<file path="src/hdl/rlbd_pkg.sv">
// Shared constants, types and register codes for the resistor ladder key debouncer.
`default_nettype none

package rlbd_pkg;

  // Sample, band edge, run counter, key code, compare and register index widths, and the edge count.
  localparam int unsigned SAMPLE_BITS = 12;
  localparam int unsigned EDGE_BITS   = 12;
  localparam int unsigned CNT_BITS    = 4;
  localparam int unsigned KEY_BITS    = 3;
  localparam int unsigned CMP_BITS    = (SAMPLE_BITS > EDGE_BITS) ? SAMPLE_BITS : EDGE_BITS;
  localparam int unsigned NUM_EDGES   = 5;
  localparam int unsigned IDX_BITS    = 3;

  typedef enum logic [KEY_BITS-1:0] {
    KEY_REC      = 3'd0,
    KEY_MODE     = 3'd1,
    KEY_PLAY     = 3'd2,
    KEY_SET      = 3'd3,
    KEY_VOL_DOWN = 3'd4,
    KEY_VOL_UP   = 3'd5,
    KEY_NONE     = 3'd6
  } key_e;

  // Register indexes on the configuration port.
  localparam logic [IDX_BITS-1:0] REG_EDGE_VOL_UP   = 3'd0;
  localparam logic [IDX_BITS-1:0] REG_EDGE_VOL_DOWN = 3'd1;
  localparam logic [IDX_BITS-1:0] REG_EDGE_SET      = 3'd2;
  localparam logic [IDX_BITS-1:0] REG_EDGE_PLAY     = 3'd3;
  localparam logic [IDX_BITS-1:0] REG_EDGE_MODE     = 3'd4;
  localparam logic [IDX_BITS-1:0] REG_IDLE_THRESH   = 3'd5;
  localparam logic [IDX_BITS-1:0] REG_STABLE        = 3'd6;

  // Reset values of the registers.
  localparam logic [EDGE_BITS-1:0] RST_EDGE_VOL_UP   = 12'd600;
  localparam logic [EDGE_BITS-1:0] RST_EDGE_VOL_DOWN = 12'd1000;
  localparam logic [EDGE_BITS-1:0] RST_EDGE_SET      = 12'd1380;
  localparam logic [EDGE_BITS-1:0] RST_EDGE_PLAY     = 12'd1780;
  localparam logic [EDGE_BITS-1:0] RST_EDGE_MODE     = 12'd2200;
  localparam logic [EDGE_BITS-1:0] RST_IDLE_THRESH   = 12'd2800;
  localparam logic [CNT_BITS-1:0]  RST_STABLE        = 4'd2;

  // Band edges in ascending order: vol up, vol down, set, play, mode.
  typedef struct packed {
    logic [NUM_EDGES-1:0][EDGE_BITS-1:0] edges;
    logic [EDGE_BITS-1:0]                idle_thresh;
  } band_cfg_t;

endpackage

`default_nettype wire

</file>
<file path="src/hdl/rlbd_if.sv">
// Valid/ready channel interfaces for sample beats and result beats.
`default_nettype none

interface rlbd_in_if;
  logic                             valid;
  logic                             ready;
  logic [rlbd_pkg::SAMPLE_BITS-1:0] sample_mv;
  logic                             read_ok;

  modport source (output valid, output sample_mv, output read_ok, input ready);
  modport sink   (input valid, input sample_mv, input read_ok, output ready);
endinterface

interface rlbd_out_if;
  logic                          valid;
  logic                          ready;
  logic                          press_event;
  logic [rlbd_pkg::KEY_BITS-1:0] key_code;
  logic [rlbd_pkg::KEY_BITS-1:0] observed_key;

  modport source (output valid, output press_event, output key_code, output observed_key,
                  input ready);
  modport sink   (input valid, input press_event, input key_code, input observed_key,
                  output ready);
endinterface

`default_nettype wire

</file>
<file path="src/hdl/rlbd_classify.sv">
// Band classifier: maps one ladder sample to a key code.
`default_nettype none

module rlbd_classify (
  input  wire rlbd_pkg::band_cfg_t                 cfg_i,
  input  wire logic [rlbd_pkg::SAMPLE_BITS-1:0]    sample_mv_i,
  input  wire logic                                read_ok_i,
  output rlbd_pkg::key_e                           key_o
);
  import rlbd_pkg::*;

  localparam int unsigned NUM_BANDS = NUM_EDGES + 1;

  logic [CMP_BITS-1:0]                 mv;
  logic [NUM_BANDS-1:0][CMP_BITS-1:0]  lo;
  logic [NUM_BANDS-1:0][CMP_BITS-1:0]  hi;
  logic [NUM_BANDS-1:0]                hit;
  key_e                                band_key [NUM_BANDS];

  assign mv = CMP_BITS'(sample_mv_i);

  assign band_key[0] = KEY_VOL_UP;
  assign band_key[1] = KEY_VOL_DOWN;
  assign band_key[2] = KEY_SET;
  assign band_key[3] = KEY_PLAY;
  assign band_key[4] = KEY_MODE;
  assign band_key[5] = KEY_REC;

  // Band i runs from edge i-1 (zero for the first) up to edge i, the last
  // ending at the idle threshold. Out-of-order edges give an empty band.
  always_comb begin
    lo[0] = '0;
    for (int i = 1; i < NUM_BANDS; i++) begin
      lo[i] = CMP_BITS'(cfg_i.edges[i-1]);
    end
    for (int i = 0; i < NUM_EDGES; i++) begin
      hi[i] = CMP_BITS'(cfg_i.edges[i]);
    end
    hi[NUM_BANDS-1] = CMP_BITS'(cfg_i.idle_thresh);
    for (int i = 0; i < NUM_BANDS; i++) begin
      hit[i] = (mv >= lo[i]) && (mv < hi[i]);
    end
  end

  always_comb begin
    key_o = KEY_NONE;
    if (read_ok_i && (mv < CMP_BITS'(cfg_i.idle_thresh))) begin
      for (int i = NUM_BANDS - 1; i >= 0; i--) begin
        if (hit[i]) begin
          key_o = band_key[i];
        end
      end
    end
  end

endmodule

`default_nettype wire

</file>
<file path="src/hdl/resistor_ladder_button_debouncer.sv">
// Resistor ladder keypad: classifies each sample and debounces the key code.
// An accepted sample beat is registered in the input register, classified and
// debounced there, and its result beat is offered when that register moves on.
// Throughput: one sample beat per cycle; the input stalls only while the result
// register holds an untaken beat and the input register is full.
// Reset loads the default band edges and run length and returns to no key.
`default_nettype none

module resistor_ladder_button_debouncer (
  input  wire logic                             clk_i,
  input  wire logic                             rst_ni,
  input  wire logic                             cfg_we_i,
  input  wire logic [rlbd_pkg::IDX_BITS-1:0]    cfg_idx_i,
  input  wire logic [rlbd_pkg::EDGE_BITS-1:0]   cfg_data_i,
  rlbd_in_if.sink                               in_i,
  rlbd_out_if.source                            out_o
);
  import rlbd_pkg::*;

  // Configuration registers.
  band_cfg_t           cfg_q;
  logic [CNT_BITS-1:0] stable_q;

  // Input register.
  logic                   s1_vld_q;
  logic [SAMPLE_BITS-1:0] s1_mv_q;
  logic                   s1_ok_q;

  // Debounce state.
  key_e                cand_q, cand_d;
  logic [CNT_BITS-1:0] cnt_q, cnt_d;
  key_e                conf_q, conf_d;
  logic                event_d;

  // Result register.
  logic out_vld_q;
  logic press_q;
  key_e obs_q;

  key_e obs;
  logic s1_adv;

  always_ff @(posedge clk_i or negedge rst_ni) begin
    if (!rst_ni) begin
      cfg_q.edges[0]    <= RST_EDGE_VOL_UP;
      cfg_q.edges[1]    <= RST_EDGE_VOL_DOWN;
      cfg_q.edges[2]    <= RST_EDGE_SET;
      cfg_q.edges[3]    <= RST_EDGE_PLAY;
      cfg_q.edges[4]    <= RST_EDGE_MODE;
      cfg_q.idle_thresh <= RST_IDLE_THRESH;
      stable_q          <= RST_STABLE;
    end else if (cfg_we_i) begin
      case (cfg_idx_i)
        REG_EDGE_VOL_UP:   cfg_q.edges[0]    <= cfg_data_i;
        REG_EDGE_VOL_DOWN: cfg_q.edges[1]    <= cfg_data_i;
        REG_EDGE_SET:      cfg_q.edges[2]    <= cfg_data_i;
        REG_EDGE_PLAY:     cfg_q.edges[3]    <= cfg_data_i;
        REG_EDGE_MODE:     cfg_q.edges[4]    <= cfg_data_i;
        REG_IDLE_THRESH:   cfg_q.idle_thresh <= cfg_data_i;
        REG_STABLE:        stable_q          <= cfg_data_i[CNT_BITS-1:0];
        default: ;
      endcase
    end
  end

  // The input register moves on whenever the result register is free or is
  // being emptied in this cycle.
  assign s1_adv      = s1_vld_q && (!out_vld_q || out_o.ready);
  assign in_i.ready  = !s1_vld_q || s1_adv;

  always_ff @(posedge clk_i or negedge rst_ni) begin
    if (!rst_ni) begin
      s1_vld_q <= 1'b0;
    end else if (in_i.ready) begin
      s1_vld_q <= in_i.valid;
    end
  end

  always_ff @(posedge clk_i) begin
    if (in_i.ready && in_i.valid) begin
      s1_mv_q <= in_i.sample_mv;
      s1_ok_q <= in_i.read_ok;
    end
  end

  rlbd_classify u_classify (
    .cfg_i       (cfg_q),
    .sample_mv_i (s1_mv_q),
    .read_ok_i   (s1_ok_q),
    .key_o       (obs)
  );

  // Run counter saturates at the required length; a fresh key restarts at one.
  always_comb begin
    if (obs == cand_q) begin
      cand_d = cand_q;
      cnt_d  = (cnt_q < stable_q) ? cnt_q + 1'b1 : cnt_q;
    end else begin
      cand_d = obs;
      cnt_d  = CNT_BITS'(1);
    end
    conf_d  = conf_q;
    event_d = 1'b0;
    if ((cnt_d >= stable_q) && (cand_d != conf_q)) begin
      conf_d  = cand_d;
      event_d = (cand_d != KEY_NONE);
    end
  end

  always_ff @(posedge clk_i or negedge rst_ni) begin
    if (!rst_ni) begin
      cand_q    <= KEY_NONE;
      cnt_q     <= '0;
      conf_q    <= KEY_NONE;
      out_vld_q <= 1'b0;
    end else begin
      if (s1_adv) begin
        cand_q <= cand_d;
        cnt_q  <= cnt_d;
        conf_q <= conf_d;
      end
      if (s1_adv) begin
        out_vld_q <= 1'b1;
      end else if (out_o.ready) begin
        out_vld_q <= 1'b0;
      end
    end
  end

  always_ff @(posedge clk_i) begin
    if (s1_adv) begin
      press_q <= event_d;
      obs_q   <= obs;
    end
  end

  // The confirmed key register doubles as the result's key code.
  assign out_o.valid        = out_vld_q;
  assign out_o.press_event  = press_q;
  assign out_o.key_code     = conf_q;
  assign out_o.observed_key = obs_q;

endmodule

`default_nettype wire
</file>
<file path="src/flat_wrapper.sv">
// flat-port wrapper written by rule: the top's interface ports become plain ports
module resistor_ladder_button_debouncer_flat import rlbd_pkg::*;
  (clk_i, rst_ni, cfg_we_i, cfg_idx_i, cfg_data_i, in_i_valid, in_i_sample_mv, in_i_read_ok, in_i_ready, out_o_valid, out_o_press_event, out_o_key_code, out_o_observed_key, out_o_ready);
  rlbd_in_if in_i_i ();
  rlbd_out_if out_o_i ();
  input  wire logic clk_i;
  input  wire logic rst_ni;
  input  wire logic cfg_we_i;
  input  wire logic [rlbd_pkg::IDX_BITS-1:0] cfg_idx_i;
  input  wire logic [rlbd_pkg::EDGE_BITS-1:0] cfg_data_i;
  input wire logic [$bits(in_i_i.valid)-1:0] in_i_valid;
  input wire logic [$bits(in_i_i.sample_mv)-1:0] in_i_sample_mv;
  input wire logic [$bits(in_i_i.read_ok)-1:0] in_i_read_ok;
  output wire logic [$bits(in_i_i.ready)-1:0] in_i_ready;
  output wire logic [$bits(out_o_i.valid)-1:0] out_o_valid;
  output wire logic [$bits(out_o_i.press_event)-1:0] out_o_press_event;
  output wire logic [$bits(out_o_i.key_code)-1:0] out_o_key_code;
  output wire logic [$bits(out_o_i.observed_key)-1:0] out_o_observed_key;
  input wire logic [$bits(out_o_i.ready)-1:0] out_o_ready;
  assign in_i_i.valid = in_i_valid;
  assign in_i_i.sample_mv = in_i_sample_mv;
  assign in_i_i.read_ok = in_i_read_ok;
  assign in_i_ready = in_i_i.ready;
  assign out_o_valid = out_o_i.valid;
  assign out_o_press_event = out_o_i.press_event;
  assign out_o_key_code = out_o_i.key_code;
  assign out_o_observed_key = out_o_i.observed_key;
  assign out_o_i.ready = out_o_ready;
  resistor_ladder_button_debouncer u_core (.clk_i(clk_i), .rst_ni(rst_ni), .cfg_we_i(cfg_we_i), .cfg_idx_i(cfg_idx_i), .cfg_data_i(cfg_data_i), .in_i(in_i_i), .out_o(out_o_i));
endmodule
</file>
<file path="config.mk">
export PLATFORM = sky130hd
export DESIGN_NAME = resistor_ladder_button_debouncer_flat
export DESIGN_NICKNAME = d
export VERILOG_FILES = /design/src/hdl/rlbd_pkg.sv /design/src/hdl/rlbd_if.sv /design/src/hdl/rlbd_classify.sv /design/src/hdl/resistor_ladder_button_debouncer.sv /design/src/flat_wrapper.sv
export SDC_FILE = /design/constraint.sdc
export NUM_CORES = 1
export LEC_CHECK = 0
export BUFFER_PORTS_ARGS = -buffer_cell sky130_fd_sc_hd__buf_2
export CORE_MARGIN = 5
export CORE_UTILIZATION = 29
export DETAILED_ROUTE_END_ITERATION = 16
export PLACE_DENSITY = 0.46
export SLEW_MARGIN = 20
export SYNTH_ARGS = -nofsm -noshare
export SYNTH_HDL_FRONTEND = slang
export SYNTH_SLANG_ARGS = --single-unit
</file>
<file path="constraint.sdc">
create_clock -name clk_i -period 5.34 [get_ports clk_i]
set_input_delay 0.534 -clock clk_i [delete_from_list [all_inputs] [get_ports clk_i]]
set_output_delay 0.534 -clock clk_i [all_outputs]
set_load 0.01 [all_outputs]
</file>
==> results of run 1 <==
[logic make-up after synthesis]
kind of cell | share of synthesized area
AO/OA/AOI/OAI | 0.136
flip-flops | 0.461
AND/OR/NAND/NOR | 0.114
XOR/XNOR | 0.00147
multiplexers | 0.0674
buffers and inverters | 0.0546
adder cells (fa/ha/maj) | 0.165
[worst min-delay path by stage]
stage	startpoint	end	slack, ns	cells past startpoint
6_report	rst_ni	u_core.cnt_q[1]	0.14	1
4_1_cts	rst_ni	u_core.cfg_q[24]	0.15	1
2_1_floorplan	rst_ni	u_core.cand_q[0]	0.24	0
5_1_grt	rst_ni	u_core.cnt_q[1]	0.17	1
3_3_place_gp	u_core.cand_q[2]	u_core.cand_q[2]	0.48	2
3_5_place_dp	u_core.s1_vld_q	u_core.out_o.valid	0.48	1
[through the flow]
step | total power [W] | std cells | worst slack, ns | hold slack (ns)
5_1_grt | 0.00271 | 887 | 0.459 | 0.169
3_3_place_gp | 0.00187 | 870 | 0.867 | 0.481
6_report | 0.00251 | 887 | 0.828 | 0.145
3_5_place_dp | 0.00189 | 870 | 0.751 | 0.477
4_1_cts | 0.00255 | 886 | 0.713 | 0.152
2_1_floorplan | 0.00165 | 569 | 1.34 | 0.238
[layout make-up]
type,instances,area (sq um),share of cell area
multi-input cells,379,2930,0.430
well taps,270,338,0.0495
clock inverters,3,43.8,0.00642
clock buffers,13,240,0.0352
inverters,73,274,0.0402
flip-flops and latches,105,2760,0.404
repair buffers,44,238,0.0348
[layer usage]
metal / routed length, microns / up-vias
met2: 6400 / 72
met1: 7370 / 1972
met3: 415 / 17
met4: 255 / 0
li1: - / 2058
met5: 0 / -
[power by group through the flow]
stage          Sequential, W  Clock, W  Combinational (W)
5_1_grt              0.00113  0.000713           0.000869
4_1_cts              0.00111  0.000674           0.000770
3_5_place_dp         0.00112         0           0.000763
3_3_place_gp         0.00112         0           0.000750
6_report             0.00111  0.000650           0.000757
2_1_floorplan        0.00110         0           0.000547
[sequential cells by signal (all words and copies together), names as in the netlist]
| register | count |
|---|---|
| u_core.out_o.key_code | 3 |
| u_core.cfg_q | 72 |
| u_core.s1_vld_q | 1 |
| u_core.cand_q | 3 |
| u_core.out_o.observed_key | 3 |
| u_core.out_o.valid | 1 |
| u_core.s1_ok_q | 1 |
| u_core.stable_q | 4 |
| u_core.cnt_q | 4 |
| u_core.s1_mv_q | 12 |
| u_core.out_o.press_event | 1 |
[worst register-to-register path: cells and delay by family, from the launching register on]
kind	cells	cell delay (ns)
muxes	1	0.35
AOI/OAI and AO/OA	11	2.61
DFF	1	0.50
adders and majority gates	2	0.57
and+or+nand+nor	3	0.36
[cell usage after synthesis (all sizes together), types with 6 or more instances]
cell    instances  share of area
clkbuf          9         0.0057
o21ai          52          0.044
dfstp          37           0.16
nand2b          8         0.0084
a21o           18          0.023
inv            73          0.046
nand2          67          0.042
nor2b          12          0.014
nor2            8         0.0050
ha             79           0.17
a21oi          32          0.027
nand4          13          0.014
dfrtp          51           0.21
mux2           34          0.064
o211ai          6         0.0098
edfxtp         17          0.085
[cell usage in the layout, fill, tap and decap left out, types with 11 or more instances in the layout]
cell	n
buf_2	40
nand2_1	67
a21o_1	17
dfrtp_1	51
o21ai_0	50
inv_1	73
edfxtp_1	17
nand4_1	13
ha_1	79
nor2b_1	11
mux2_2	34
a21oi_1	31
dfstp_2	37
==> results.ini, run 1 <==
[clock_tree]
clk_pin_slew_worst_paths_ns = 0.06
clkSinkCount = 105
cts_buffers = 9
clk-insertion-delay-late_ns = 0.35
holdBufCountCts = 0
ctsLongestPathBuffers = 2
cts_tree = yes
cts_setup_buffers = 0
cts-htree-levels = 3
cts_resized = 0
root_buffer = clkbuf_16

[synth]
synthesis.nets = 681
synth_area_per_cell_sq_um = 10.5
yosysUniqueCellTypes = 51
synthCells = 569
yosysSeqAreaShare = 0.461
ys.flop_type = dfrtp_1
netlist_area_sq_um = 5980
synth-edff-count = 17
synth-warning-count = 0
ys_ff_latch = 105
async_flop_share = 0.838

[sta]
period_share = 0.845
setup_viol = 0
post-route-min-period_ns = 4.51
setup_tns_ns = 0
rsz0062_at_grt = false
hold_viol = 0
finalMaxSlewViolations = 0
tightest_slew_ns = 1.03
max_freq_mhz = 222
maxSlewHeadroom = 0.313
skew_ns = 0.00888

[cells_and_area]
stdcell_area_sq_um = 6820
post-route-util = 0.337
fill_cells = 2042
drive_above_1_share = 0.233
nets = 724
syn_to_final_growth_pct = 14.1
diodes = 0

[route]
via_count = 4119
drt_first_pass_iters = 5
postRouteAntennaNets = 0
drc = 0
drt-initial-drc-count = 217
vias_per_cell = 4.64
wl_per_cell_microns = 16.3
finalWirelength_mm = 14.4

[worst_setup_path]
worstPathCellList = ha_1, nor2b_1, o211ai_1, a211oi_1, a2111oi_0, o211ai_1, a21boi_0, o22ai_4, a21oi_1, ha_1, nand2b_1, a21o_1, a21o_1, a21oi_1, nor2_1, o21ai_1, mux2_2
worstSetupStartpoint = u_core.s1_mv_q[1]
critical_path_class = flip-flop to flip-flop
crit_fanout = 9
start_kind = flip-flop
cp_data_required_time_ns = 5.57
cp.depth = 17
end_kind = flip-flop
critPathTopFamily = compound AO/OA/AOI/OAI gates
slowest_stage = a2111oi_0
reg2regPathDepth = 17
cp.arrival_ns = 4.74
endpoint = u_core.out_o.key_code[0]
r2r_setup_slack_ns = 0.83
r2r_start = u_core.s1_mv_q[1]
cp_num_buf_inv = 0
reg2reg_to = u_core.out_o.key_code[0]
slowest_delay_ns = 0.59

[worst_hold_path]
min_path_type = primary input to asynchronous set/reset pin

[power]
power_frac_clock = 0.259
power.switching_w = 0.000799
ir_drop_mv = 0.178
combPwrFrac = 0.301
leakage_nw = 3.09
p_sw_frac = 0.318
power_per_cell_area_nw_per_um2 = 368
seqPwrFrac = 0.440
p_int_w = 0.00171

[global_route]
grt.busiest_layer = met2
grt_pass1_vias = 4210
grt_max_degree = 54
grt_use_met3 = 0.0259
grt_pass1_wl_mm = 23.5
grt.met2_usage = 0.191
grt_use_total = 0.126
grt_remaining_overflow = 0
antenna_found_initial = 0
grt_use_met1 = 0.182

[placed_design]
dp_hpwl_mm = 11.0
placed_cell_area_sq_um = 6530
place_congestion = 0.815
io_buffers = 41

[flow_run]
maxCapViolCount = 0

[die]
die_y_microns = 154
start_util = 0.295
ioPinCount = 42
num_rows = 52
die_x_microns = 154
dieArea_sq_um = 23600
coreArea_sq_um = 20200

[status]
outcome = finished, final reports clean

Power figures use the tool's default switching activity.
==> inputs of run 2 (changes only) <==
- clock period: 5.34 -> 4.71 ns (I/O delays scaled with it)
==> results.ini, run 2 (synthesis gave the netlist of run 1 again) <==
[status]
outcome = finished, final reports clean

[route]
finalWirelength_mm = 14.5  ; about the same
postRouteAntennaNets = 0  ; unchanged
drt-initial-drc-count = 192  ; -12%
drt_first_pass_iters = 4  ; -1
wl_per_cell_microns = 16.2  ; -0.27%
via_count = 4151  ; +0.78%
drc = 0  ; unchanged
vias_per_cell = 4.66  ; +0.44%

[placed_design]
place_inst = 873  ; +0.34%
dp_hpwl_mm = 10.9  ; -1.1%
io_buffers = 41  ; unchanged
place_congestion = 0.813  ; -0.23%

[clock_tree]
cts_tree = yes
root_buffer = clkbuf_16
cts_setup_buffers = 0  ; unchanged
clkSinkCount = 105  ; unchanged
clk-insertion-delay-late_ns = 0.35  ; about the same
holdBufCountCts = 0  ; unchanged
cts_buffers = 9  ; unchanged
cts-htree-levels = 3  ; unchanged
clk_pin_slew_worst_paths_ns = 0.07  ; about the same
ctsLongestPathBuffers = 2  ; unchanged
cts_resized = 0  ; unchanged

[sta]
period_share = 0.924  ; +0.0789
skew_ns = 0.0127  ; +0.00377 ns
tightest_slew_ns = 1.02  ; -0.00791 ns
finalMaxSlewViolations = 0  ; unchanged
hold_viol = 0  ; unchanged
max_freq_mhz = 230  ; +3.7%
post-route-min-period_ns = 4.35  ; -0.161 ns
setup_viol = 0  ; unchanged
setup_tns_ns = 0  ; unchanged
rsz0062_at_grt = false
maxSlewHeadroom = 0.318  ; +0.00530

[die]
die_x_microns = 154  ; unchanged
ioPinCount = 42  ; unchanged
die_y_microns = 154  ; unchanged
dieArea_sq_um = 23600  ; unchanged
start_util = 0.295  ; unchanged
coreArea_sq_um = 20200  ; unchanged
num_rows = 52  ; unchanged

[cells_and_area]
drive_above_1_share = 0.239  ; +0.00532
regMostFlops = u_core.cfg_q
layout_commonest_cell = ha_1
final_cell_mix = 79 x ha_1, 73 x inv_1, 67 x nand2_1, 51 x dfrtp_1, 50 x o21ai_0
syn_to_final_growth_pct = 14.2  ; about the same
stdcell_count = 890  ; +0.34%
nets = 727  ; +0.41%
diodes = 0  ; unchanged
largest_register_ffs = 72  ; unchanged
reg.largest.list = u_core.cfg_q: 72 flops, u_core.s1_mv_q: 12 flops

[global_route]
grt_use_total = 0.128  ; +0.00177
antenna_found_initial = 0  ; unchanged
grt_remaining_overflow = 0  ; unchanged
grt_max_degree = 62  ; +15%
grt_pass1_wl_mm = 23.9  ; +2.0%
grt_pass1_vias = 4343  ; +3.2%

[worst_setup_path]
critical_path_class = flip-flop to flip-flop
cp.arrival_ns = 4.58  ; -0.16 ns
end_kind = flip-flop
crit_fanout = 9  ; unchanged
start_kind = flip-flop
cp_data_required_time_ns = 4.94  ; -0.63 ns

[power]
p_int_w = 0.00189  ; +10%
power_frac_clock = 0.250  ; -0.009
p_sw_frac = 0.327  ; +0.00849
leakage_nw = 3.09  ; about the same
ir_drop_mv = 0.150  ; -16%
combPwrFrac = 0.303  ; +0.002
power.switching_w = 0.000918  ; +15%
power_per_cell_area_nw_per_um2 = 412  ; +12%
seqPwrFrac = 0.447  ; +0.007

[flow_run]
maxCapViolCount = 0  ; unchanged

[worst_hold_path]
min_path_type = primary input to asynchronous set/reset pin

[run 2: changes by cell type in the layout (fill, tap and decap cells not counted)]
cell,change
buf_4,+3
clkbuf_1,-2
bufinv_16,-1
clkinv_1,+1
clkinv_2,+1
clkinv_4,+1
clkinvlp_4,+1
inv_4,-1
[run 2: final cells by class]
type                       instances  area (sq um)
clock inverter                     5          32.5
fill                            2033         13400
timing repair buffer              47           260
multi-input combinational        379          2930
inverter                          73           274
sequential                       105          2760
clock buffer                      11           233
tap                              270           338
[run 2: path summary, 6_finish.rpt]
check                                        from                        to  slack, ns  cells past startpoint
worst max-delay path            u_core.s1_mv_q[9]  u_core.out_o.key_code[0]       0.36                     17
worst min-delay path                       rst_ni           u_core.s1_vld_q       0.21                      1
worst max register to register  u_core.s1_mv_q[9]  u_core.out_o.key_code[0]       0.36                     17
worst min register to register   u_core.cand_q[2]          u_core.cand_q[2]       0.49                      2
max in group asynchronous                  rst_ni          u_core.cfg_q[33]       3.56                      2
min in group clk_i              in_i_sample_mv[6]         u_core.s1_mv_q[6]       0.29                      1
[run 2: power by group through the flow]
stage,clock network (W),registers [W],logic [W]
finish,0.000701,0.00126,0.000851
global route,0.000756,0.00128,0.000985
CTS,0.000719,0.00126,0.000868
detailed placement,0,0.00128,0.000862
global placement,0,0.00127,0.000852
floorplan,0,0.00125,0.000620
[run 2: metrics by stage]
stage | total power, W | setup slack, ns | util | instance area [sq um] | hold slack, ns
after floorplan | 0.00187 | 0.708 | - | 5980 | 0.175
final | 0.00281 | 0.358 | 0.337 | 6830 | 0.214
after global placement | 0.00212 | 0.424 | 0.324 | 6550 | 0.482
after CTS | 0.00285 | 0.270 | 0.337 | 6810 | 0.249
after global routing | 0.00302 | 0.0277 | 0.337 | 6830 | 0.280
after detailed placement | 0.00214 | 0.300 | 0.324 | 6550 | 0.485
[run 2: critical path, cell delays in order, from the launching register on]
cell	delay [ns]
edfxtp_1	0.52
ha_1	0.37
a21o_1	0.16
a21o_1	0.17
a2111oi_0	0.45
buf_4	0.19
o211ai_1	0.17
a21boi_0	0.37
o22ai_4	0.18
a21oi_1	0.16
ha_1	0.24
nand2b_1	0.14
a21o_1	0.17
a21o_1	0.17
a21oi_1	0.18
nor2_1	0.09
o21ai_1	0.14
mux2_2	0.36
[run 2: metal layers]
layer  track usage  up-vias  wire, microns
met2         0.192       68           6310
met3        0.0281       18            502
met1         0.184     1988           7360
li1              -     2077              -
met5             0        -              0
met4        0.0412        0            285
